==> config.mk <==
export PLATFORM = sky130hd
export DESIGN_NAME = hsv_to_rgb_unit
export DESIGN_NICKNAME = d
export VERILOG_FILES = /design/src/hw/rtl/hsv_pkg.sv /design/src/hw/rtl/hsv_sector.sv /design/src/hw/rtl/hsv_chroma.sv /design/src/hw/rtl/hsv_blend.sv /design/src/hw/rtl/hsv_to_rgb_unit.sv
export VERILOG_INCLUDE_DIRS = /design/src /design/src/hw/rtl
export SDC_FILE = /design/constraint.sdc
export NUM_CORES = 1
export LEC_CHECK = 0
export BUFFER_PORTS_ARGS = -buffer_cell sky130_fd_sc_hd__buf_4
export CELL_PAD_IN_SITES_DETAIL_PLACEMENT = 0
export CELL_PAD_IN_SITES_GLOBAL_PLACEMENT = 2
export CORE_MARGIN = 8
export CORE_UTILIZATION = 35
export DETAILED_ROUTE_END_ITERATION = 6
export GPL_TIMING_DRIVEN = 1
export HOLD_SLACK_MARGIN = 0.06
export PLACE_DENSITY = 0.68
export SLEW_MARGIN = 15
export SYNTH_ARGS = -nofsm -noshare
export SYNTH_HDL_FRONTEND = slang
export SYNTH_HIERARCHICAL = 1
export SYNTH_SLANG_ARGS = --single-unit
==> constraint.sdc <==
create_clock -name clk -period 6.1 [get_ports clk]
set_input_delay 0.305 -clock clk [delete_from_list [all_inputs] [get_ports clk]]
set_output_delay 0.305 -clock clk [all_outputs]
set_load 0.01 [all_outputs]
==> src/hw/rtl/hsv_to_rgb_unit_assert.svh <==
// Assertion macros for the HSV to RGB conversion block.
// Uses the clk and rst_n signals of the including module; no other dependencies.
`ifndef HSV_TO_RGB_UNIT_ASSERT_SVH
`define HSV_TO_RGB_UNIT_ASSERT_SVH

`ifndef NO_ASSERTIONS

// same-cycle implication
`define HSV_ASSERT_NOW(lbl, ante, cons) \
  lbl: assert property (@(posedge clk) disable iff (!rst_n) (ante) |-> (cons)) \
    else $error("hsv_to_rgb_unit: same-cycle check failed");

// next-cycle implication
`define HSV_ASSERT_NEXT(lbl, ante, cons) \
  lbl: assert property (@(posedge clk) disable iff (!rst_n) (ante) |=> (cons)) \
    else $error("hsv_to_rgb_unit: next-cycle check failed");

`else

`define HSV_ASSERT_NOW(lbl, ante, cons)
`define HSV_ASSERT_NEXT(lbl, ante, cons)

`endif

`endif

==> src/hw/rtl/hsv_pkg.sv <==
// Shared types and constants for the HSV to RGB conversion pipeline.
// No dependencies.
package hsv_pkg;

  localparam int HUE_W = 15;
  localparam int Q_W   = 9;
  localparam int W_W   = 12;   // x weight, 0..3840
  localparam int VS_W  = 17;   // v*s and offset, scale 2^16
  localparam int VSW_W = 28;   // v*s*w and the x numerator
  localparam int CH_W  = 8;

  localparam logic [HUE_W-1:0] HUE_SECTOR = 15'd3840;
  localparam logic [HUE_W-1:0] HUE_DOUBLE = 15'd7680;
  localparam logic [Q_W-1:0]   Q_ONE      = 9'd256;

  typedef enum logic [2:0] {
    SEC_RY = 3'd0,   // (C,X,0)
    SEC_YG = 3'd1,   // (X,C,0)
    SEC_GC = 3'd2,   // (0,C,X)
    SEC_CB = 3'd3,   // (0,X,C)
    SEC_BM = 3'd4,   // (X,0,C)
    SEC_MR = 3'd5    // (C,0,X)
  } sector_t;

  // after hue reduction and clamping
  typedef struct packed {
    sector_t          sector;
    logic [W_W-1:0]   weight;
    logic [Q_W-1:0]   sat;
    logic [Q_W-1:0]   val;
  } hsv_s1_t;

  // after chroma products
  typedef struct packed {
    sector_t           sector;
    logic [CH_W-1:0]   comp_c;
    logic [VS_W-1:0]   off;
    logic [VSW_W-1:0]  vsw;
  } hsv_s3_t;

endpackage

==> src/hw/rtl/hsv_sector.sv <==
// Stage 1: clamps saturation/value, finds the hue sector and the x weight.
// Depends on hsv_pkg.
module hsv_sector (
  input  logic                      clk,
  input  logic                      rst_n,
  input  logic                      in_valid,
  output logic                      in_ready,
  input  logic [hsv_pkg::HUE_W-1:0] hue,
  input  logic [hsv_pkg::Q_W-1:0]   sat,
  input  logic [hsv_pkg::Q_W-1:0]   val,
  output logic                      out_valid,
  input  logic                      out_ready,
  output hsv_pkg::hsv_s1_t          out_data
);

  localparam logic [hsv_pkg::HUE_W-1:0] HUE_X2 = hsv_pkg::HUE_W'(2 * hsv_pkg::HUE_DOUBLE);
  localparam logic [hsv_pkg::HUE_W-1:0] HUE_X3 = hsv_pkg::HUE_W'(3 * hsv_pkg::HUE_DOUBLE);
  localparam logic [hsv_pkg::HUE_W-1:0] HUE_X4 = hsv_pkg::HUE_W'(4 * hsv_pkg::HUE_DOUBLE);

  logic                      valid_r;
  hsv_pkg::hsv_s1_t          data_r;
  hsv_pkg::hsv_s1_t          data_nxt;
  logic [hsv_pkg::HUE_W-1:0] t_mod;
  logic [hsv_pkg::HUE_W-1:0] w_full;

  assign in_ready = !valid_r || out_ready;

  always_comb begin
    // hue mod 7680, hue < 2^15 so at most four periods
    if (hue >= HUE_X4)                   t_mod = hue - HUE_X4;
    else if (hue >= HUE_X3)              t_mod = hue - HUE_X3;
    else if (hue >= HUE_X2)              t_mod = hue - HUE_X2;
    else if (hue >= hsv_pkg::HUE_DOUBLE) t_mod = hue - hsv_pkg::HUE_DOUBLE;
    else                                 t_mod = hue;

    w_full = (t_mod >= hsv_pkg::HUE_SECTOR) ? (hsv_pkg::HUE_DOUBLE - t_mod) : t_mod;
    data_nxt.weight = w_full[hsv_pkg::W_W-1:0];

    // hue beyond 360 degrees stays in the last sector
    if (hue >= 5 * hsv_pkg::HUE_SECTOR)      data_nxt.sector = hsv_pkg::SEC_MR;
    else if (hue >= 4 * hsv_pkg::HUE_SECTOR) data_nxt.sector = hsv_pkg::SEC_BM;
    else if (hue >= 3 * hsv_pkg::HUE_SECTOR) data_nxt.sector = hsv_pkg::SEC_CB;
    else if (hue >= 2 * hsv_pkg::HUE_SECTOR) data_nxt.sector = hsv_pkg::SEC_GC;
    else if (hue >= hsv_pkg::HUE_SECTOR)     data_nxt.sector = hsv_pkg::SEC_YG;
    else                                     data_nxt.sector = hsv_pkg::SEC_RY;

    data_nxt.sat = (sat > hsv_pkg::Q_ONE) ? hsv_pkg::Q_ONE : sat;
    data_nxt.val = (val > hsv_pkg::Q_ONE) ? hsv_pkg::Q_ONE : val;
  end

  always_ff @(posedge clk) begin
    if (!rst_n) begin
      valid_r <= 1'b0;
    end else if (in_ready) begin
      valid_r <= in_valid;
    end
  end

  always_ff @(posedge clk) begin
    if (in_ready && in_valid) begin
      data_r <= data_nxt;
    end
  end

  assign out_valid = valid_r;
  assign out_data  = data_r;

endmodule

==> src/hw/rtl/hsv_chroma.sv <==
// Stages 2 and 3: chroma v*s, full-scale C channel, offset and v*s*w product.
// Depends on hsv_pkg.
module hsv_chroma (
  input  logic             clk,
  input  logic             rst_n,
  input  logic             in_valid,
  output logic             in_ready,
  input  hsv_pkg::hsv_s1_t in_data,
  output logic             out_valid,
  input  logic             out_ready,
  output hsv_pkg::hsv_s3_t out_data
);

  typedef struct packed {
    hsv_pkg::sector_t          sector;
    logic [hsv_pkg::W_W-1:0]   weight;
    logic [hsv_pkg::Q_W-1:0]   val;
    logic [hsv_pkg::CH_W-1:0]  comp_c;
    logic [hsv_pkg::VS_W-1:0]  vs;
  } s2_t;

  logic                           s2_valid_r;
  logic                           s3_valid_r;
  s2_t                            s2_r;
  s2_t                            s2_nxt;
  hsv_pkg::hsv_s3_t               s3_r;
  hsv_pkg::hsv_s3_t               s3_nxt;
  logic                           s2_ready;
  logic                           s3_ready;
  logic [2*hsv_pkg::Q_W-1:0]      vs_full;
  logic [hsv_pkg::VS_W-1:0]       v255;
  logic [hsv_pkg::VS_W+hsv_pkg::W_W-1:0] vsw_full;

  assign s3_ready = !s3_valid_r || out_ready;
  assign s2_ready = !s2_valid_r || s3_ready;
  assign in_ready = s2_ready;

  always_comb begin
    vs_full       = in_data.sat * in_data.val;
    // 255*v = 256*v - v
    v255          = {in_data.val, 8'd0} - {8'd0, in_data.val};
    s2_nxt.sector = in_data.sector;
    s2_nxt.weight = in_data.weight;
    s2_nxt.val    = in_data.val;
    s2_nxt.comp_c = v255[15:8];
    s2_nxt.vs     = vs_full[hsv_pkg::VS_W-1:0];
  end

  always_comb begin
    vsw_full      = s2_r.vs * s2_r.weight;
    s3_nxt.sector = s2_r.sector;
    s3_nxt.comp_c = s2_r.comp_c;
    s3_nxt.off    = {s2_r.val, 8'd0} - s2_r.vs;
    s3_nxt.vsw    = vsw_full[hsv_pkg::VSW_W-1:0];
  end

  always_ff @(posedge clk) begin
    if (!rst_n) begin
      s2_valid_r <= 1'b0;
      s3_valid_r <= 1'b0;
    end else begin
      if (s2_ready) s2_valid_r <= in_valid;
      if (s3_ready) s3_valid_r <= s2_valid_r;
    end
  end

  always_ff @(posedge clk) begin
    if (s2_ready && in_valid) s2_r <= s2_nxt;
    if (s3_ready && s2_valid_r) s3_r <= s3_nxt;
  end

  assign out_valid = s3_valid_r;
  assign out_data  = s3_r;

endmodule

==> src/hw/rtl/hsv_blend.sv <==
// Stages 4 and 5: x numerator, offset channel, x channel and sector routing
// into the output register. Depends on hsv_pkg.
module hsv_blend (
  input  logic                      clk,
  input  logic                      rst_n,
  input  logic                      in_valid,
  output logic                      in_ready,
  input  hsv_pkg::hsv_s3_t          in_data,
  output logic                      out_valid,
  input  logic                      out_ready,
  output logic [hsv_pkg::CH_W-1:0]  red,
  output logic [hsv_pkg::CH_W-1:0]  green,
  output logic [hsv_pkg::CH_W-1:0]  blue
);

  typedef struct packed {
    hsv_pkg::sector_t           sector;
    logic [hsv_pkg::CH_W-1:0]   comp_c;
    logic [hsv_pkg::CH_W-1:0]   comp_z;
    logic [hsv_pkg::VSW_W-1:0]  num;
  } s4_t;

  logic                          s4_valid_r;
  logic                          o_valid_r;
  s4_t                           s4_r;
  s4_t                           s4_nxt;
  logic                          s4_ready;
  logic                          o_ready;
  logic [hsv_pkg::VSW_W:0]       num_full;
  logic [24:0]                   off255;
  logic [hsv_pkg::VSW_W+4:0]     num17;
  logic [hsv_pkg::CH_W-1:0]      comp_x;
  logic [hsv_pkg::CH_W-1:0]      red_r, green_r, blue_r;
  logic [hsv_pkg::CH_W-1:0]      red_nxt, green_nxt, blue_nxt;

  assign o_ready  = !o_valid_r || out_ready;
  assign s4_ready = !s4_valid_r || o_ready;
  assign in_ready = s4_ready;

  always_comb begin
    // off*3840 = off*4096 - off*256
    num_full = {1'b0, in_data.vsw} + {in_data.off, 12'd0}
             - {4'd0, in_data.off, 8'd0};
    off255   = {in_data.off, 8'd0} - {8'd0, in_data.off};
    s4_nxt.sector = in_data.sector;
    s4_nxt.comp_c = in_data.comp_c;
    s4_nxt.comp_z = off255[23:16];
    s4_nxt.num    = num_full[hsv_pkg::VSW_W-1:0];
  end

  always_comb begin
    // 255/(65536*3840) = 17/2^24
    num17  = {1'b0, s4_r.num, 4'd0} + {5'd0, s4_r.num};
    comp_x = num17[31:24];
    case (s4_r.sector)
      hsv_pkg::SEC_RY: begin red_nxt = s4_r.comp_c; green_nxt = comp_x;      blue_nxt = s4_r.comp_z; end
      hsv_pkg::SEC_YG: begin red_nxt = comp_x;      green_nxt = s4_r.comp_c; blue_nxt = s4_r.comp_z; end
      hsv_pkg::SEC_GC: begin red_nxt = s4_r.comp_z; green_nxt = s4_r.comp_c; blue_nxt = comp_x;      end
      hsv_pkg::SEC_CB: begin red_nxt = s4_r.comp_z; green_nxt = comp_x;      blue_nxt = s4_r.comp_c; end
      hsv_pkg::SEC_BM: begin red_nxt = comp_x;      green_nxt = s4_r.comp_z; blue_nxt = s4_r.comp_c; end
      default:         begin red_nxt = s4_r.comp_c; green_nxt = s4_r.comp_z; blue_nxt = comp_x;      end
    endcase
  end

  always_ff @(posedge clk) begin
    if (!rst_n) begin
      s4_valid_r <= 1'b0;
      o_valid_r  <= 1'b0;
    end else begin
      if (s4_ready) s4_valid_r <= in_valid;
      if (o_ready)  o_valid_r  <= s4_valid_r;
    end
  end

  always_ff @(posedge clk) begin
    if (s4_ready && in_valid) s4_r <= s4_nxt;
    if (o_ready && s4_valid_r) begin
      red_r   <= red_nxt;
      green_r <= green_nxt;
      blue_r  <= blue_nxt;
    end
  end

  assign out_valid = o_valid_r;
  assign red       = red_r;
  assign green     = green_r;
  assign blue      = blue_r;

endmodule

==> src/hw/rtl/hsv_to_rgb_unit.sv <==
// Top level of the HSV to RGB conversion block: five-stage pipeline.
// Depends on hsv_pkg, hsv_sector, hsv_chroma, hsv_blend and the assert header.
//
//   channel  direction  tdata fields (low bit up)                     width
//   in_      slave      hue[14:0] saturation[23:15] brightness[32:24]  40
//   out_     master     red[7:0] green[15:8] blue[23:16]               24
//
// One pixel enters per cycle while out_tready does not stall the pipeline; each pixel
// passes five register stages (sector, chroma, x-product, numerator, output register)
// before out_tvalid rises for it.
// Reset (rst_n low, synchronous) empties the pipeline; there is no other state.
// A stall on out_tready holds every occupied stage; empty stages keep filling,
// so in_tready drops only once all five stages hold a pixel.
`include "hsv_to_rgb_unit_assert.svh"

module hsv_to_rgb_unit (
  input  logic        clk,
  input  logic        rst_n,
  input  logic        in_tvalid,
  output logic        in_tready,
  input  logic [39:0] in_tdata,   // hue[14:0], saturation[23:15], brightness[32:24]
  output logic        out_tvalid,
  input  logic        out_tready,
  output logic [23:0] out_tdata   // red[7:0], green[15:8], blue[23:16]
);

  logic             s1_valid;
  logic             s1_ready;
  hsv_pkg::hsv_s1_t s1_data;
  logic             s3_valid;
  logic             s3_ready;
  hsv_pkg::hsv_s3_t s3_data;
  logic [hsv_pkg::CH_W-1:0] red;
  logic [hsv_pkg::CH_W-1:0] green;
  logic [hsv_pkg::CH_W-1:0] blue;

  hsv_sector u_sector (
    .clk       (clk),
    .rst_n     (rst_n),
    .in_valid  (in_tvalid),
    .in_ready  (in_tready),
    .hue       (in_tdata[14:0]),
    .sat       (in_tdata[23:15]),
    .val       (in_tdata[32:24]),
    .out_valid (s1_valid),
    .out_ready (s1_ready),
    .out_data  (s1_data)
  );

  hsv_chroma u_chroma (
    .clk       (clk),
    .rst_n     (rst_n),
    .in_valid  (s1_valid),
    .in_ready  (s1_ready),
    .in_data   (s1_data),
    .out_valid (s3_valid),
    .out_ready (s3_ready),
    .out_data  (s3_data)
  );

  hsv_blend u_blend (
    .clk       (clk),
    .rst_n     (rst_n),
    .in_valid  (s3_valid),
    .in_ready  (s3_ready),
    .in_data   (s3_data),
    .out_valid (out_tvalid),
    .out_ready (out_tready),
    .red       (red),
    .green     (green),
    .blue      (blue)
  );

  assign out_tdata = {blue, green, red};

  // an open output lets every stage move
  `HSV_ASSERT_NOW(a_ready_chain, out_tready, in_tready)
  // backpressure at the input only when the output holds a stalled pixel
  `HSV_ASSERT_NOW(a_full_means_held, !in_tready, out_tvalid && !out_tready)
  // a stalled transaction between stages keeps its data
  `HSV_ASSERT_NEXT(a_mid_hold, s1_valid && !s1_ready, s1_valid && $stable(s1_data))

endmodule

==> flow_summary.toml <==
[floorplan]
dieArea_mm2 = 0.0690
start_util = 0.354
num_rows = 90
die_w_um = 263
io_pins = 70
core_mm2 = 0.0602
die_h_um = 263

[clock_network]
cts_buffers = 27
cts_sinks = 214
htree_levels = 1
root_buffer = "clkbuf_16"
cts_tree = "done"
clkTransAtPathRegs_ns = 0.06
ctsResizeCount = 0
clock_path_buffers = 3
clkLatencyLatePin_ns = 0.57

[yosys]
synth_cells = 2164
synth-edff-count = 209
syn_area_per_cell_um2 = 9.85
synthArstFlopShare = 0
netlist_area_mm2 = 0.0213
syn_nets = 2602
ys_warn_count = 6
ys_seq_elements = 214
ys_seq_area_frac = 0.299
ys.flop_type = "edfxtp_1"
ys_types = 93

[hold_path]
hold_class = "input port to register"

[grt]
grt_overflow = 0
first_global_vias = 15800
grtUsageTotal = 0.143
grt_antenna_before_repair = 1
grt_max_degree = 57
grt_pass1_wl_um = 82700

[route]
avgRoutedWirePerCell_um = 16.4
dr.pass1.iters = 4
detail-route-antenna-nets = 0
routed-via-count = 14900
drt-initial-drc-count = 710
totalWireLength_um = 49600
post-route-drc-count = 0
via_per_inst = 4.93

[place]
globalplace.congestion = 0.813
hpwl_um = 39300
port_buffers = 62

[outcome]
status = "finished clean"

[sta]
rsz0062_at_grt = "false"
setup_violations = 0
timing.fmax_ghz = 0.174
fin_crit_ns = 5.74
finalSetupTns_ns = 0
fin_skew_ns = 0.0142
finalCritPeriodShare = 0.942
slew_headroom = 0.301
tightest_slew_ns = 1.05
hold_violations = 0
maxSlewViolCount = 0

[setup_path]
worstPathMaxFanout = 9
rrSetupSlack_ns = 0.36
timing.rr.end = "u_chroma/out_data[21]"
reg2reg_from = "u_chroma/s2_r[2]"
reg2regPathDepth = 16
path_class = "register to register"
critPathCapture = "u_chroma/out_data[21]"
worstPathArrival_ns = 6.16
crit_start = "u_chroma/s2_r[2]"
worstSetupEndpointType = "register"
critPathRequiredTime_ns = 6.52
critPathLaunchType = "register"

[cells_and_area]
num-nets-final = 2666
area_growth_pct = 11.8
diodes = 0
drive_gt1_frac = 0.0805

[flow_run]
drv_cap = 0
layer usage:
layer  up-vias  wire [µm]  track usage
li1       7375          -            -
met1      7307      23300        0.187
met2       187      24100        0.255
met3        62       1220       0.0153
met4         0        929       0.0292
met5         -          0            0
what timing repair did:
item                       CTS  global route
setup buffers                0             8
setup endpoints to repair    0             1
hold buffers                23             0
hold endpoints to repair    25             0
through the flow:
step / area [µm²] / hold WS, ns / worst slack (ns) / std cells / utilization
floorplan: 21300 / 0.400 / 0.804 / 2164 / -
CTS: 23800 / 0.138 / 0.330 / 3023 / 0.394
detailed placement: 22600 / 0.405 / 0.369 / 2950 / 0.375
global placement: 22600 / 0.402 / 0.348 / 2950 / 0.375
global route: 23800 / 0.159 / 0.00189 / 3031 / 0.396
finish: 23800 / 0.168 / 0.355 / 3031 / 0.396
placed cells by master, fill, tap and decap left out, types with 9 or more instances in the layout:
cell type and count:
a211oi_1 12, a21o_1 38, a21oi_1 94, a31oi_1 17
and2_1 122, and3_1 16, buf_4 91, clkbuf_16 27
dlygate4sd3_1 23, edfxtp_1 209, fa_1 211, ha_1 183
inv_1 352, nand2_1 258, nand2b_1 22, nand3_1 20
nand4_1 11, nor2_1 79, nor2b_1 32, nor3_1 27
nor4_1 10, o211ai_1 19, o21a_1 13, o21ai_0 60
o311ai_1 9, or3_1 11, or4_1 9, xnor2_1 68
xor2_1 28
Yosys cell counts (6+ instances only):
cell       instances  area [µm²]
or2_2              6        37.5
o21ai_1            6        30.0
nand2b_1          22         138
a22oi_1            6        45.0
and3_1            16         100
nor4_1            10        62.6
o211ai_1          19         143
xnor2_1           68         596
mux2i_1            6        60.1
a2111oi_0          6        52.6
and2_1           124         776
nand2_1          258         968
a21oi_1           94         470
nand3_1           20         100
nor2_1            79         297
nor3_1            27         135
a211o_1            6        52.6
or4_1              9        67.6
o21ai_0           60         300
a211oi_1          12        90.1
o31ai_1            6        45.0
o22ai_1            6        37.5
o21a_1            13        97.6
a21o_1            38         285
o311ai_1           9        78.8
inv_1            352        1320
or3_1             11        68.8
nand4_1           11        68.8
nor2b_1           34         213
xor2_1            28         245
edfxtp_1         209        6280
clkbuf_1          68         255
a221o_1            6        60.1
ha_1             183        2290
nor3b_1            6        45.0
a31oi_1           17         106
fa_1             211        4220
worst max-delay path: stages, from the launching register on:
cell	delay [ns]
edfxtp_1	0.65
buf_4	0.28
nand2_1	0.09
fa_1	0.46
fa_1	0.53
fa_1	0.49
inv_1	0.05
fa_1	0.52
inv_1	0.05
fa_1	0.53
inv_1	0.04
ha_1	0.36
a21o_1	0.19
o211ai_1	0.39
a31oi_1	0.33
or4_1	0.47
nand4_1	0.13
state kept, by name, summed over array words and instances (netlist names):
register and count:
u_blend/blue 8, u_blend/green 8, u_blend/out_valid 1, u_blend/red 8, u_blend/s4_r 47, u_blend/s4_valid_r 1
u_chroma/out_data 56, u_chroma/out_valid 1, u_chroma/s2_r 49, u_chroma/s2_valid_r 1, u_sector/out_data 33, u_sector/out_valid 1
worst min-delay path by stage:
stage                                from               endpoint  slack (ns)  depth (start not counted)
finish                        in_tdata[3]  u_sector/out_data[21]        0.17                          2
global route                  in_tdata[7]  u_sector/out_data[25]        0.16                          2
CTS                           in_tdata[7]  u_sector/out_data[25]        0.14                          2
detailed placement      u_chroma/s2_r[22]  u_chroma/out_data[50]        0.40                          0
global placement    u_sector/out_data[23]      u_chroma/s2_r[39]        0.40                          0
floorplan            u_chroma/out_data[0]        u_blend/s4_r[0]        0.40                          0
area by class of cell:
| type | instances | area [µm²] |
|---|---|---|
| multi-input combinational | 1517 | 13300 |
| clock buffer | 34 | 712 |
| fill | 5988 | 36400 |
| timing repair buffer | 115 | 933 |
| clock inverter | 16 | 205 |
| inverter | 353 | 1330 |
| sequential | 214 | 6380 |
| tap | 782 | 978 |
logic make-up after synthesis:
kind of cell,count (synthesis),share of synthesized area
mux,9,0.00440
xor+xnor,96,0.0395
fa+ha+maj,394,0.306
compound gates,360,0.116
simple gates,658,0.158
flops,214,0.299
buf+inv,433,0.0773
Power is not shown: default switching activity piles up to over one toggle a cycle in this logic, so the estimate is an artifact.
